<file path="src/rtl/ckt_pkg.sv">
// Shared types and codes for the compacting key table.
// No dependencies; imported by every module of the block.
`default_nettype none

package ckt_pkg;

	localparam int CKT_DEPTH = 256;
	localparam int KEY_W     = 32;
	localparam int CNT_OUT_W = 9;

	typedef enum logic [1:0] {
		OP_INSERT = 2'd0,
		OP_SEARCH = 2'd1,
		OP_MODIFY = 2'd2,
		OP_DELETE = 2'd3
	} op_t;

	typedef enum logic [2:0] {
		ST_ADDED     = 3'd0,
		ST_FOUND     = 3'd1,
		ST_NOT_FOUND = 3'd2,
		ST_MODIFIED  = 3'd3,
		ST_DELETED   = 3'd4,
		ST_FULL      = 3'd5
	} status_t;

	// Broadcast write enables from the controller to every cell
	typedef struct packed {
		logic ins_en;
		logic mod_en;
		logic del_en;
	} cell_ctl_t;

	// Scan token handed from cell to cell
	typedef struct packed {
		logic act;
		logic hit;
	} token_t;

endpackage

`default_nettype wire

</file>
<file path="src/rtl/ckt_cell.sv">
// One storage cell of the key table: holds one entry, compares it as the scan
// token passes and forwards the token to its neighbor. Depends on ckt_pkg.
`default_nettype none

module ckt_cell #(
	parameter int DEPTH = 256,
	parameter int IW    = (DEPTH > 1) ? $clog2(DEPTH) : 1,
	parameter int CW    = $clog2(DEPTH + 1)
) (
	input  wire logic                     clk,
	input  wire logic                     arst_n,
	input  wire logic [IW-1:0]            idx,
	input  wire ckt_pkg::cell_ctl_t       ctl,
	input  wire logic [CW-1:0]            count,
	input  wire logic [IW-1:0]            del_pos,
	input  wire logic [ckt_pkg::KEY_W-1:0] key,
	input  wire logic [ckt_pkg::KEY_W-1:0] new_value,
	input  wire logic [ckt_pkg::KEY_W-1:0] next_entry,
	input  wire ckt_pkg::token_t          tok_in,
	input  wire logic [IW-1:0]            pos_in,
	output logic [ckt_pkg::KEY_W-1:0]     entry,
	output ckt_pkg::token_t               tok_out,
	output logic [IW-1:0]                 pos_out
);
	import ckt_pkg::*;

	localparam int WW = CW + 1;

	logic [KEY_W-1:0] entry_q;
	token_t           tok_q;
	logic [IW-1:0]    pos_q;
	logic             in_range;
	logic             match;
	logic             ins_here;
	logic             shift_here;

	assign in_range   = WW'(idx) < WW'(count);
	assign match      = tok_in.act && in_range && (entry_q == key);
	assign ins_here   = ctl.ins_en && (WW'(idx) == WW'(count));
	// close the gap left by a delete: take the upper neighbor's value
	assign shift_here = ctl.del_en && (idx >= del_pos) && ((WW'(idx) + WW'(1)) < WW'(count));

	always_ff @(posedge clk) begin
		if (ins_here) begin
			entry_q <= key;
		end else if (shift_here) begin
			entry_q <= next_entry;
		end else if (ctl.mod_en && match) begin
			entry_q <= new_value;
		end
	end

	always_ff @(posedge clk or negedge arst_n) begin
		if (!arst_n) begin
			tok_q <= '0;
		end else begin
			tok_q.act <= tok_in.act;
			tok_q.hit <= tok_in.act && (tok_in.hit || match);
		end
	end

	// keep the latest match position seen so far
	always_ff @(posedge clk) begin
		pos_q <= match ? idx : pos_in;
	end

	assign entry   = entry_q;
	assign tok_out = tok_q;
	assign pos_out = pos_q;

endmodule

`default_nettype wire

</file>
<file path="config.mk">
export PLATFORM = sky130hd
export DESIGN_NAME = ckt_cell
export DESIGN_NICKNAME = d
export VERILOG_FILES = /design/src/rtl/ckt_pkg.sv /design/src/rtl/ckt_cell.sv
export SDC_FILE = /design/constraint.sdc
export NUM_CORES = 1
export LEC_CHECK = 0
export BUFFER_PORTS_ARGS = -buffer_cell sky130_fd_sc_hd__buf_2
export CORE_MARGIN = 8
export CORE_UTILIZATION = 45
export DETAILED_ROUTE_END_ITERATION = 8
export MAX_ROUTING_LAYER = met4
export PLACE_DENSITY = 0.81
export RECOVER_POWER = 25
export SYNTH_ARGS = -nofsm -noshare
export SYNTH_HDL_FRONTEND = slang
export SYNTH_SLANG_ARGS = --single-unit
</file>
<file path="constraint.sdc">
create_clock -name clk -period 5.5 [get_ports clk]
set_clock_uncertainty 0.2 [all_clocks]
set_input_delay 0.275 -clock clk [delete_from_list [all_inputs] [get_ports clk]]
set_output_delay 0.275 -clock clk [all_outputs]
set_load 0.01 [all_outputs]
</file>
==> summary.md <==
| Metric | Value |
|---|---|
| Die width | `100 um` |
| Met2 Usage GRT | `0.399` |
| Fin cells | `614` |
| NetSw | `0.289 mW` |
| Remaining design rule violation count | `0` |
| Root Driver | `clkbuf_8` |
| Actual slew at the worst max-slew pin | `1.19 ns` |
| Drt total wl | `11500 um` |
| TritonCTS clock tree | `built` |
| Part of the power in registers | `0.436` |
| Fin nets | `679` |
| Worst vdd ir | `0.134 mV` |
| Skew-Pair Late Insertion Delay | `0.29 ns` |
| Pre-antenna DRT Iters | `5` |
| TNS Setup | `0 ns` |
| Core Footprint | `0.00683 mm^2` |
| Power Dens Cells | `216 mW/mm^2` |
| First-pass GRT wire length | `17900 um` |
| Busiest layer in global routing | `met2` |
| Synth warn | `0` |
| Inst Count DP | `603` |
| Largest net degree at the start of global routing | `35` |
| LEAKAGE | `1.88 nW` |
| Remaining antenna violation count | `0` |
| Initial antenna violation count | `0` |
| Fraction of layout cells with a size suffix above 1 | `0.334` |
| Crit-path most repeated cell | `nand4_1` |
| # Post-CTS Setup Buffers | `0` |
| Min Tclk post-route | `3.56 ns` |
| Final Slew Violations | `0` |
| Worst Path Arrival | `3.28 ns` |
| Final period utilization | `0.648` |
| TritonCTS Sinks | `42` |
| Met1 Use GR | `0.259` |
| Via count | `3472` |
| Synth unique cells | `36` |
| Combinational Power Share | `0.296` |
| RSZ-0062 raised after global routing | `false` |
| Internal power | `0.635 mW` |
| Max-cap viol count | `0` |
| CP Max Fanout | `32` |
| Congestion Overflow GR | `0` |
| Critical setup path kind | `register to register` |
| Post-CTS Resized | `0` |
| Longest Clk Path Bufs | `2` |
| I/O pin count | `178` |
| Clk network pwr share | `0.268` |
| Drt wl/cell | `18.8 um` |
| Total track usage | `0.228` |
| ANT cells | `0` |
| Vias per inst | `5.65` |
| Post-synthesis cell area | `0.00321 mm^2` |
| Commonest non-fill, non-tap cell in the layout | `buf_2` |
| Worst endpoint required time | `5.21 ns` |
| Crit path buf inv count | `0` |
| IO buf count | `177` |
| Seq/Total Area, Yosys | `0.365` |
| Initial cell density of the core | `0.469` |
| Critical path's top delay family | `simple AND/OR/NAND/NOR gates` |
| Vias in the first global route | `3662` |
| Relative slew slack | `0.206` |
| Outcome | `finished clean` |
| Row count | `30` |
| CTS buffer count | `5` |
| Cell Chain, Critical Path | `xnor2_1, nand4_1, nor4_1, nand4_1, or3_1, o21ai_4` |
| Crit end category | `register` |
| Final HPWL DP | `9060 um` |
| Max incr delay on CP | `0.92 ns` |
| Commonest non-fill, non-tap cells in the layout | `buf_2 (149), a21oi_1 (37), o21ai_0 (37), nor2_1 (37)` |
| Drt initial violations | `262` |
| Yosys reg bits | `42` |
| Slowest-stage cell, CP | `o21ai_4` |
| Final Hold Viols | `0` |
| H-tree depth | `2` |
| Design Power | `0.924 mW` |
| Worst min-delay path category | `input port to register` |
| Final setup fails | `0` |
| Syn Area/Cell | `9.19 um^2` |
| Sw frac | `0.312` |
| Maximum clock rate | `281 MHz` |
| Worst setup SP type | `register` |
| Mapped Cells | `349` |
| GPL Wtd Cong | `0.921` |
| WHS | `0.00837 ns` |
| Syn-to-layout area delta | `33.3%` |
| Fillers | `652` |
| Die Ht | `100 um` |
| Post-Syn Nets | `511` |
| Met3 Use GR | `0.0374` |
| Die ar. | `0.0101 mm^2` |
| Clock transition at path regs | `0.08 ns` |
-- logic make-up (layout without fill, tap and decap cells) --
| logic type | after synthesis | count (layout) | share of synthesized area |
|---|---|---|---|
| flops | 42 | 42 | 0.365 |
| compound gates | 115 | 115 | 0.224 |
| mux | 8 | 8 | 0.0375 |
| fa+ha+maj | 26 | 26 | 0.101 |
| buf+inv | 44 | 213 | 0.0539 |
| simple gates | 76 | 76 | 0.114 |
| xor+xnor | 38 | 38 | 0.104 |
-- cell usage after synthesis (all sizes together) --
master  number  area share
o21ai       39       0.062
nor2        38       0.044
a21oi       37       0.058
a41oi       32       0.087
edfxtp      32        0.30
ha          26        0.10
clkbuf      22       0.026
inv         21       0.025
xnor2       20       0.055
xor2        18       0.049
dfxtp        8       0.050
mux2         8       0.037
nand4        8       0.016
nand2        7      0.0082
nand3        5      0.0078
nor4         5       0.012
a211oi       3      0.0070
and3         2      0.0039
dfrtp        2       0.016
nor2b        2      0.0039
nor3         2      0.0031
a211o        1      0.0027
a21boi       1      0.0023
a221oi       1      0.0027
a31oi        1      0.0020
and2         1      0.0020
buf          1      0.0035
nand2b       1      0.0020
nand3b       1      0.0023
or2          1      0.0020
or3          1      0.0020
or3b         1      0.0027
or4          1      0.0023
-- metal layers --
layer | up-vias | part of all wire | wire length [um]
li1 | 1637 | - | -
met1 | 1631 | 0.39 | 4510
met2 | 186 | 0.52 | 5950
met3 | 18 | 0.076 | 877
met4 | 0 | 0.018 | 206
met5 | - | 0 | 0
-- layout make-up --
type / count / area [um^2] / share of cell area
repair buffers: 184 / 911 / 0.213
clock inverters: 1 / 30.0 / 0.00703
inverters: 21 / 78.8 / 0.0185
multi-input cells: 263 / 1880 / 0.441
clock buffers: 7 / 76.3 / 0.0179
flip-flops and latches: 42 / 1170 / 0.274
well taps: 96 / 120 / 0.0281
-- state kept, by name, summed over array words and instances, names as in the netlist --
name	flops
entry	32
pos_out	8
tok_out	2
-- stage by stage --
stage	utilization	instance area (um^2)	setup WS (ns)
final	0.625	4270	1.94
after global routing	0.625	4270	1.73
after CTS	0.630	4310	1.92
after detailed placement	0.610	4170	1.77
after global placement	0.610	4170	1.88
after floorplan	-	3210	0.995
-- power groups by stage --
stage | combinational [mW] | sequential [mW] | clock [mW]
6_report | 0.274 | 0.402 | 0.248
5_1_grt | 0.302 | 0.406 | 0.261
4_1_cts | 0.278 | 0.402 | 0.251
3_5_place_dp | 0.276 | 0.409 | 0
3_3_place_gp | 0.267 | 0.407 | 0
2_1_floorplan | 0.130 | 0.423 | 0
-- what timing repair did --
item / CTS / global route
endpoints found under the hold margin: 4 / 0
endpoints found under the setup margin: 0 / 0
hold buffers: 3 / 0
-- path summary, 6_finish.rpt --
kind                            from    endpoint  slack [ns]  depth (start not counted)
setup reg to reg            entry[6]    entry[1]        1.94                          6
max in group asynchronous     arst_n  tok_out[0]        4.87                          2
setup / recovery            entry[6]    entry[1]        1.94                          6
hold reg to reg            entry[29]  tok_out[0]        1.14                          5
hold / removal             pos_in[6]  pos_out[6]       0.008                          2
min in group asynchronous     arst_n  tok_out[1]        0.10                          2
No activity file was read; power rests on OpenSTA's default activity.
