<file path="config.mk">
export PLATFORM = sky130hd
export DESIGN_NAME = ckt_ctrl
export DESIGN_NICKNAME = d
export VERILOG_FILES = /design/src/rtl/ckt_pkg.sv /design/src/rtl/ckt_ctrl.sv
export SDC_FILE = /design/constraint.sdc
export NUM_CORES = 1
export LEC_CHECK = 0
export BUFFER_PORTS_ARGS = -buffer_cell sky130_fd_sc_hd__buf_2
export CORE_UTILIZATION = 46
export DETAILED_ROUTE_END_ITERATION = 12
export PLACE_DENSITY = 0.83
export SKIP_LAST_GASP = 1
export SYNTH_ARGS = -nofsm -noshare
export SYNTH_HDL_FRONTEND = slang
export SYNTH_SLANG_ARGS = --single-unit
</file>
<file path="constraint.sdc">
create_clock -name clk -period 12.3 [get_ports clk]
set_clock_uncertainty 0.2 [all_clocks]
set_input_delay 1.845 -clock clk [delete_from_list [all_inputs] [get_ports clk]]
set_output_delay 1.845 -clock clk [all_outputs]
set_load 0.05 [all_outputs]
</file>
<file path="src/rtl/ckt_pkg.sv">
// Shared types and codes for the compacting key table.
// No dependencies; imported by every module of the block.
`default_nettype none

package ckt_pkg;

	localparam int CKT_DEPTH = 256;
	localparam int KEY_W     = 32;
	localparam int CNT_OUT_W = 9;

	typedef enum logic [1:0] {
		OP_INSERT = 2'd0,
		OP_SEARCH = 2'd1,
		OP_MODIFY = 2'd2,
		OP_DELETE = 2'd3
	} op_t;

	typedef enum logic [2:0] {
		ST_ADDED     = 3'd0,
		ST_FOUND     = 3'd1,
		ST_NOT_FOUND = 3'd2,
		ST_MODIFIED  = 3'd3,
		ST_DELETED   = 3'd4,
		ST_FULL      = 3'd5
	} status_t;

	// Broadcast write enables from the controller to every cell
	typedef struct packed {
		logic ins_en;
		logic mod_en;
		logic del_en;
	} cell_ctl_t;

	// Scan token handed from cell to cell
	typedef struct packed {
		logic act;
		logic hit;
	} token_t;

endpackage

`default_nettype wire

</file>
<file path="src/rtl/ckt_ctrl.sv">
// Sequencer of the key table: takes requests, launches the scan token down the
// cell chain, applies insert, modify and delete, and holds the response. Depends on ckt_pkg.
`default_nettype none

module ckt_ctrl #(
	parameter int DEPTH = 256,
	parameter int IW    = (DEPTH > 1) ? $clog2(DEPTH) : 1,
	parameter int CW    = $clog2(DEPTH + 1)
) (
	input  wire logic                          clk,
	input  wire logic                          arst_n,
	input  wire logic                          req_valid,
	output logic                               req_stall,
	input  wire logic [1:0]                    opcode,
	input  wire logic signed [ckt_pkg::KEY_W-1:0] key,
	input  wire logic signed [ckt_pkg::KEY_W-1:0] new_value,
	output logic                               rsp_valid,
	input  wire logic                          rsp_stall,
	output logic [2:0]                         status,
	output logic [ckt_pkg::CNT_OUT_W-1:0]      entry_count,
	output ckt_pkg::cell_ctl_t                 ctl,
	output logic [CW-1:0]                      count,
	output logic [IW-1:0]                      del_pos,
	output logic [ckt_pkg::KEY_W-1:0]          bc_key,
	output logic [ckt_pkg::KEY_W-1:0]          bc_value,
	output ckt_pkg::token_t                    tok_launch,
	input  wire ckt_pkg::token_t               tok_end,
	input  wire logic [IW-1:0]                 pos_end
);
	import ckt_pkg::*;

	typedef enum logic [3:0] {
		S_IDLE = 4'b0001,
		S_EXEC = 4'b0010,
		S_SCAN = 4'b0100,
		S_OUT  = 4'b1000
	} state_t;

	state_t           state_q;
	op_t              op_q;
	logic [KEY_W-1:0] key_q;
	logic [KEY_W-1:0] value_q;
	logic [CW-1:0]    count_q;
	status_t          status_q;
	logic             full;
	logic             req_acc;

	assign req_acc   = req_valid && !req_stall;
	assign req_stall = (state_q != S_IDLE);
	assign full      = (count_q == CW'(DEPTH));

	always_comb begin
		ctl        = '0;
		tok_launch = '0;
		// cell 0 sees the token while still in S_EXEC
		ctl.mod_en = ((state_q == S_EXEC) || (state_q == S_SCAN)) && (op_q == OP_MODIFY);
		if (state_q == S_EXEC) begin
			ctl.ins_en     = (op_q == OP_INSERT) && !full;
			tok_launch.act = (op_q != OP_INSERT);
		end
		ctl.del_en = (state_q == S_SCAN) && tok_end.act && tok_end.hit && (op_q == OP_DELETE);
	end

	assign count    = count_q;
	assign del_pos  = pos_end;
	assign bc_key   = key_q;
	assign bc_value = value_q;

	always_ff @(posedge clk) begin
		if (req_acc) begin
			op_q    <= op_t'(opcode);
			key_q   <= key;
			value_q <= new_value;
		end
	end

	always_ff @(posedge clk or negedge arst_n) begin
		if (!arst_n) begin
			state_q  <= S_IDLE;
			count_q  <= '0;
			status_q <= ST_ADDED;
		end else begin
			unique case (state_q)
				S_IDLE: begin
					if (req_acc) state_q <= S_EXEC;
				end
				S_EXEC: begin
					if (op_q == OP_INSERT) begin
						if (full) begin
							status_q <= ST_FULL;
						end else begin
							status_q <= ST_ADDED;
							count_q  <= count_q + CW'(1);
						end
						state_q <= S_OUT;
					end else begin
						state_q <= S_SCAN;
					end
				end
				S_SCAN: begin
					// wait for the token to leave the last cell
					if (tok_end.act) begin
						if (!tok_end.hit) begin
							status_q <= ST_NOT_FOUND;
						end else begin
							case (op_q)
								OP_SEARCH: status_q <= ST_FOUND;
								OP_MODIFY: status_q <= ST_MODIFIED;
								default: begin
									status_q <= ST_DELETED;
									count_q  <= count_q - CW'(1);
								end
							endcase
						end
						state_q <= S_OUT;
					end
				end
				S_OUT: begin
					if (!rsp_stall) state_q <= S_IDLE;
				end
				default: state_q <= S_IDLE;
			endcase
		end
	end

	assign rsp_valid   = (state_q == S_OUT);
	assign status      = status_q;
	assign entry_count = CNT_OUT_W'(count_q);

	a_count_bound: assert property (@(posedge clk) disable iff (!arst_n)
		count_q <= CW'(DEPTH))
		else $error("fill count above capacity");

	a_del_nonempty: assert property (@(posedge clk) disable iff (!arst_n)
		ctl.del_en |-> (count_q != '0))
		else $error("delete issued on an empty table");

	a_token_in_scan: assert property (@(posedge clk) disable iff (!arst_n)
		tok_end.act |-> (state_q == S_SCAN))
		else $error("scan token left the chain outside a scan");

	a_full_holds: assert property (@(posedge clk) disable iff (!arst_n)
		(state_q == S_EXEC && op_q == OP_INSERT && full) |=> $stable(count_q))
		else $error("insert into a full table changed the count");

endmodule

`default_nettype wire

</file>
==> summary.md <==
| Metric | Value |
|---|---|
| H-tree Lvls | `3` |
| Max cap viols | `0` |
| Design area | `around 4200 sq um` |
| Tot GR Track Use | `17.3%` |
| GPL Wtd Cong | `~0.85` |
| Num ports | `180` |
| Die Width | `between 80 and 90 um` |
| Post-Syn Nets | `about 290` |
| Wirelength, routed | `6.37 mm` |
| Filler cells | `523` |
| First-pass GRT wire length | `9.38 mm` |
| Remaining antenna violation count after routing | `0` |
| Layout cells sized above 1 | `53.2%` |
| Initial antenna violation count | `0` |
| Clk pwr share | `20.1%` |
| CTS resizes | `0` |
| Max VDD drop | `0.139 mV` |
| Multi-input gate area | `639 sq um` |
| Hold Path Class | `register to register` |
| Syn Std Cell Area | `3210 sq um` |
| Vias in the first global route | `2,019` |
| Mean area per synthesized cell | `16.0 sq um` |
| CTS root buf | `clkbuf_8` |
| Worst Path Required | `10.26 ns` |
| CP startpoint kind | `input pin` |
| Leak pwr | `1.93 nW` |
| Most frequent cells in the layout | `buf_2, edfxtp_1, dfrtp_1, nand2_1, o21ai_0` |
| Run status | `complete, no violations` |
| CTS Buffer Depth | `2` |
| Final Net Count | `437` |
| EDFF count, synth | `66` |
| Sw frac | `43.8%` |
| Placed inst area | `between 3000 and 4000 sq um` |
| Core Area | `6760 sq um` |
| CTS tree | `built` |
| Synth Flop Type | `edfxtp_1` |
| Number of synthesized register bits | `82` |
| Vias | `2,142` |
| Fmax | `about 0.23 GHz` |
| DR top layer | `met4` |
| Post-CTS Setup Repair Bufs | `0` |
| DRT Pass-1 Iters | `5` |
| Final period util | `35.9%` |
| Final setup violation count | `0` |
| Cell variety after synth | `46` |
| Initial DRC count | `59` |
| Vias per inst | `between 4 and 5` |
| Worst-path clk slew | `0.08 ns` |
| Starting Density | `a little under half` |
| Input/output buffers | `about 160` |
| GRT overflow | `0` |
| Number of remaining DRC errors | `0` |
| TNS Setup | `0 ns` |
| Register Area | `2380 sq um` |
| Routed wire per std cell | `14.6 um` |
| Met1 Wirelength | `2.40 mm` |
| Critical path endpoint category | `primary output` |
| Syn Inst Count | `200` |
| Fraction of registers with async set or reset after synthesis | `between 10% and 20%` |
| Cts hold-fix bufs | `0` |
| Number of inserted diodes | `0` |
| Sequential power share | `approximately two fifths` |
| Die Area | `7310 sq um` |
| CP max FO | `3` |
| Clock latency on the worst-skew pair | `~0.34 ns` |
| Combinational power share | `~39%` |
| Final Hold Viols | `0` |
| CP Class | `input pin to primary output` |
| Metal3 WL | `629 um` |
| Synth Warn # | `0` |
| CTS Buf Count | `9` |
| Commonest non-fill, non-tap cell in the layout | `buf_2` |
| FP Rows | `30` |
| Worst-margin pin slew | `0.813 ns` |
| Hpwl dp | `about 4.8 mm` |
| Pwr Density | `246 nW/um^2` |
| Period minus WS final | `4.42 ns` |
| CTS sink cnt | `82` |
| Worst path arrival time | `2.37 ns` |
| Area delta synth->final | `30.2%` |
| Seq/Total Area, Yosys | `74.3%` |
| Routed wl met2 | `3.27 mm` |
| RSZ-0062 raised after global routing | `no` |
| Slew HR | `45.8%` |
| Pint | `0.578 mW` |
| Slew Limit Fails | `0` |
| Die height | `85.5 um` |
| Largest net degree at the start of global routing | `67` |
| Switch Pwr | `around 0.45 mW` |
[cell usage after synthesis, types with 2 or more instances]
library cell,instances,area [sq um]
dfrtp_1,15,375
ha_1,6,75.1
nand3b_1,2,15.0
nand2b_1,3,18.8
edfxtp_1,66,1980
buf_4,18,135
inv_1,5,18.8
nand4_1,3,18.8
xor2_1,7,61.3
a211o_1,2,17.5
nand2_1,12,45.0
nor2_1,8,30.0
a21oi_1,4,20.0
buf_6,2,22.5
nand3_1,3,15.0
a31oi_1,2,12.5
nor3_1,3,15.0
xnor2_1,2,17.5
o21ai_0,10,50.1
[flip-flops by register name (all words and copies together) (netlist names)]
| register | flops |
|---|---|
| state_q | 4 |
| status | 3 |
| op_q | 2 |
| count | 9 |
| bc_value | 32 |
| bc_key | 32 |
[cell type report]
cell class                      instances  share of cell area [%]
Clock buffer                            9                    2.96
Timing Repair Buffer                  163                    19.6
Clock inverter                          6                    2.16
Tap cell                               80                    2.40
Inverter                                6                   0.539
Multi-Input combinational cell         89                    15.3
Sequential cell                        82                    57.1
[logic make-up after synthesis]
logic type                 count (synthesis)  synth area share [%]
other                                      1                 0.117
xor gates and xnor gates                   9                  2.46
AOI/OAI and AO/OA                         27                  5.61
DFF                                       82                  74.3
muxes                                      1                 0.468
adders and majority gates                  6                  2.34
and+or+nand+nor                           45                  8.69
buffers and inverters                     29                  6.04
[worst paths after layout]
path	from	end	slack (ns)	cells past startpoint
setup / recovery	tok_end[0]	ctl[0]	7.88	4
hold / removal	status[0]	status[0]	0.30	2
setup reg to reg	state_q[3]	count[8]	9.45	8
min in group asynchronous	arst_n	count[1]	1.21	1
max in group asynchronous	arst_n	state_q[0]	10.38	1
hold reg to reg	status[0]	status[0]	0.30	2
[power by group through the flow]
stage / Sequential (mW) / Clock (mW) / Combinational, mW
global route: 0.426 / 0.223 / 0.419
CTS: 0.420 / 0.213 / 0.406
global placement: 0.420 / 0 / 0.399
detailed placement: 0.425 / 0 / 0.405
floorplan: 0.616 / 0 / 0.139
finish: 0.418 / 0.206 / 0.403
[per-stage QoR]
stage	util (%)	setup WS [ns]	power, mW	cells	hold slack [ns]
after CTS	61.8	7.88	1.04	435	0.309
after floorplan	-	6.96	0.755	200	0.350
after global routing	61.8	7.84	1.07	435	0.330
after global placement	58.7	7.87	0.820	420	0.269
final	61.8	7.88	1.03	435	0.300
after detailed placement	58.7	7.88	0.830	420	0.291
[metal layers]
| metal | track usage (%) | up-vias |
|---|---|---|
| met5 | 0 | - |
| met4 | 5.30 | 0 |
| met3 | 9.14 | 8 |
| met2 | 30.0 | 111 |
| met1 | 18.1 | 1005 |
| li1 | - | 1018 |
[critical path, stage by stage]
cell	delay [ns]
buf_2	0.10
nand2_1	0.06
nor2_1	0.09
buf_2	0.27
(Power assumes the default switching activity.)
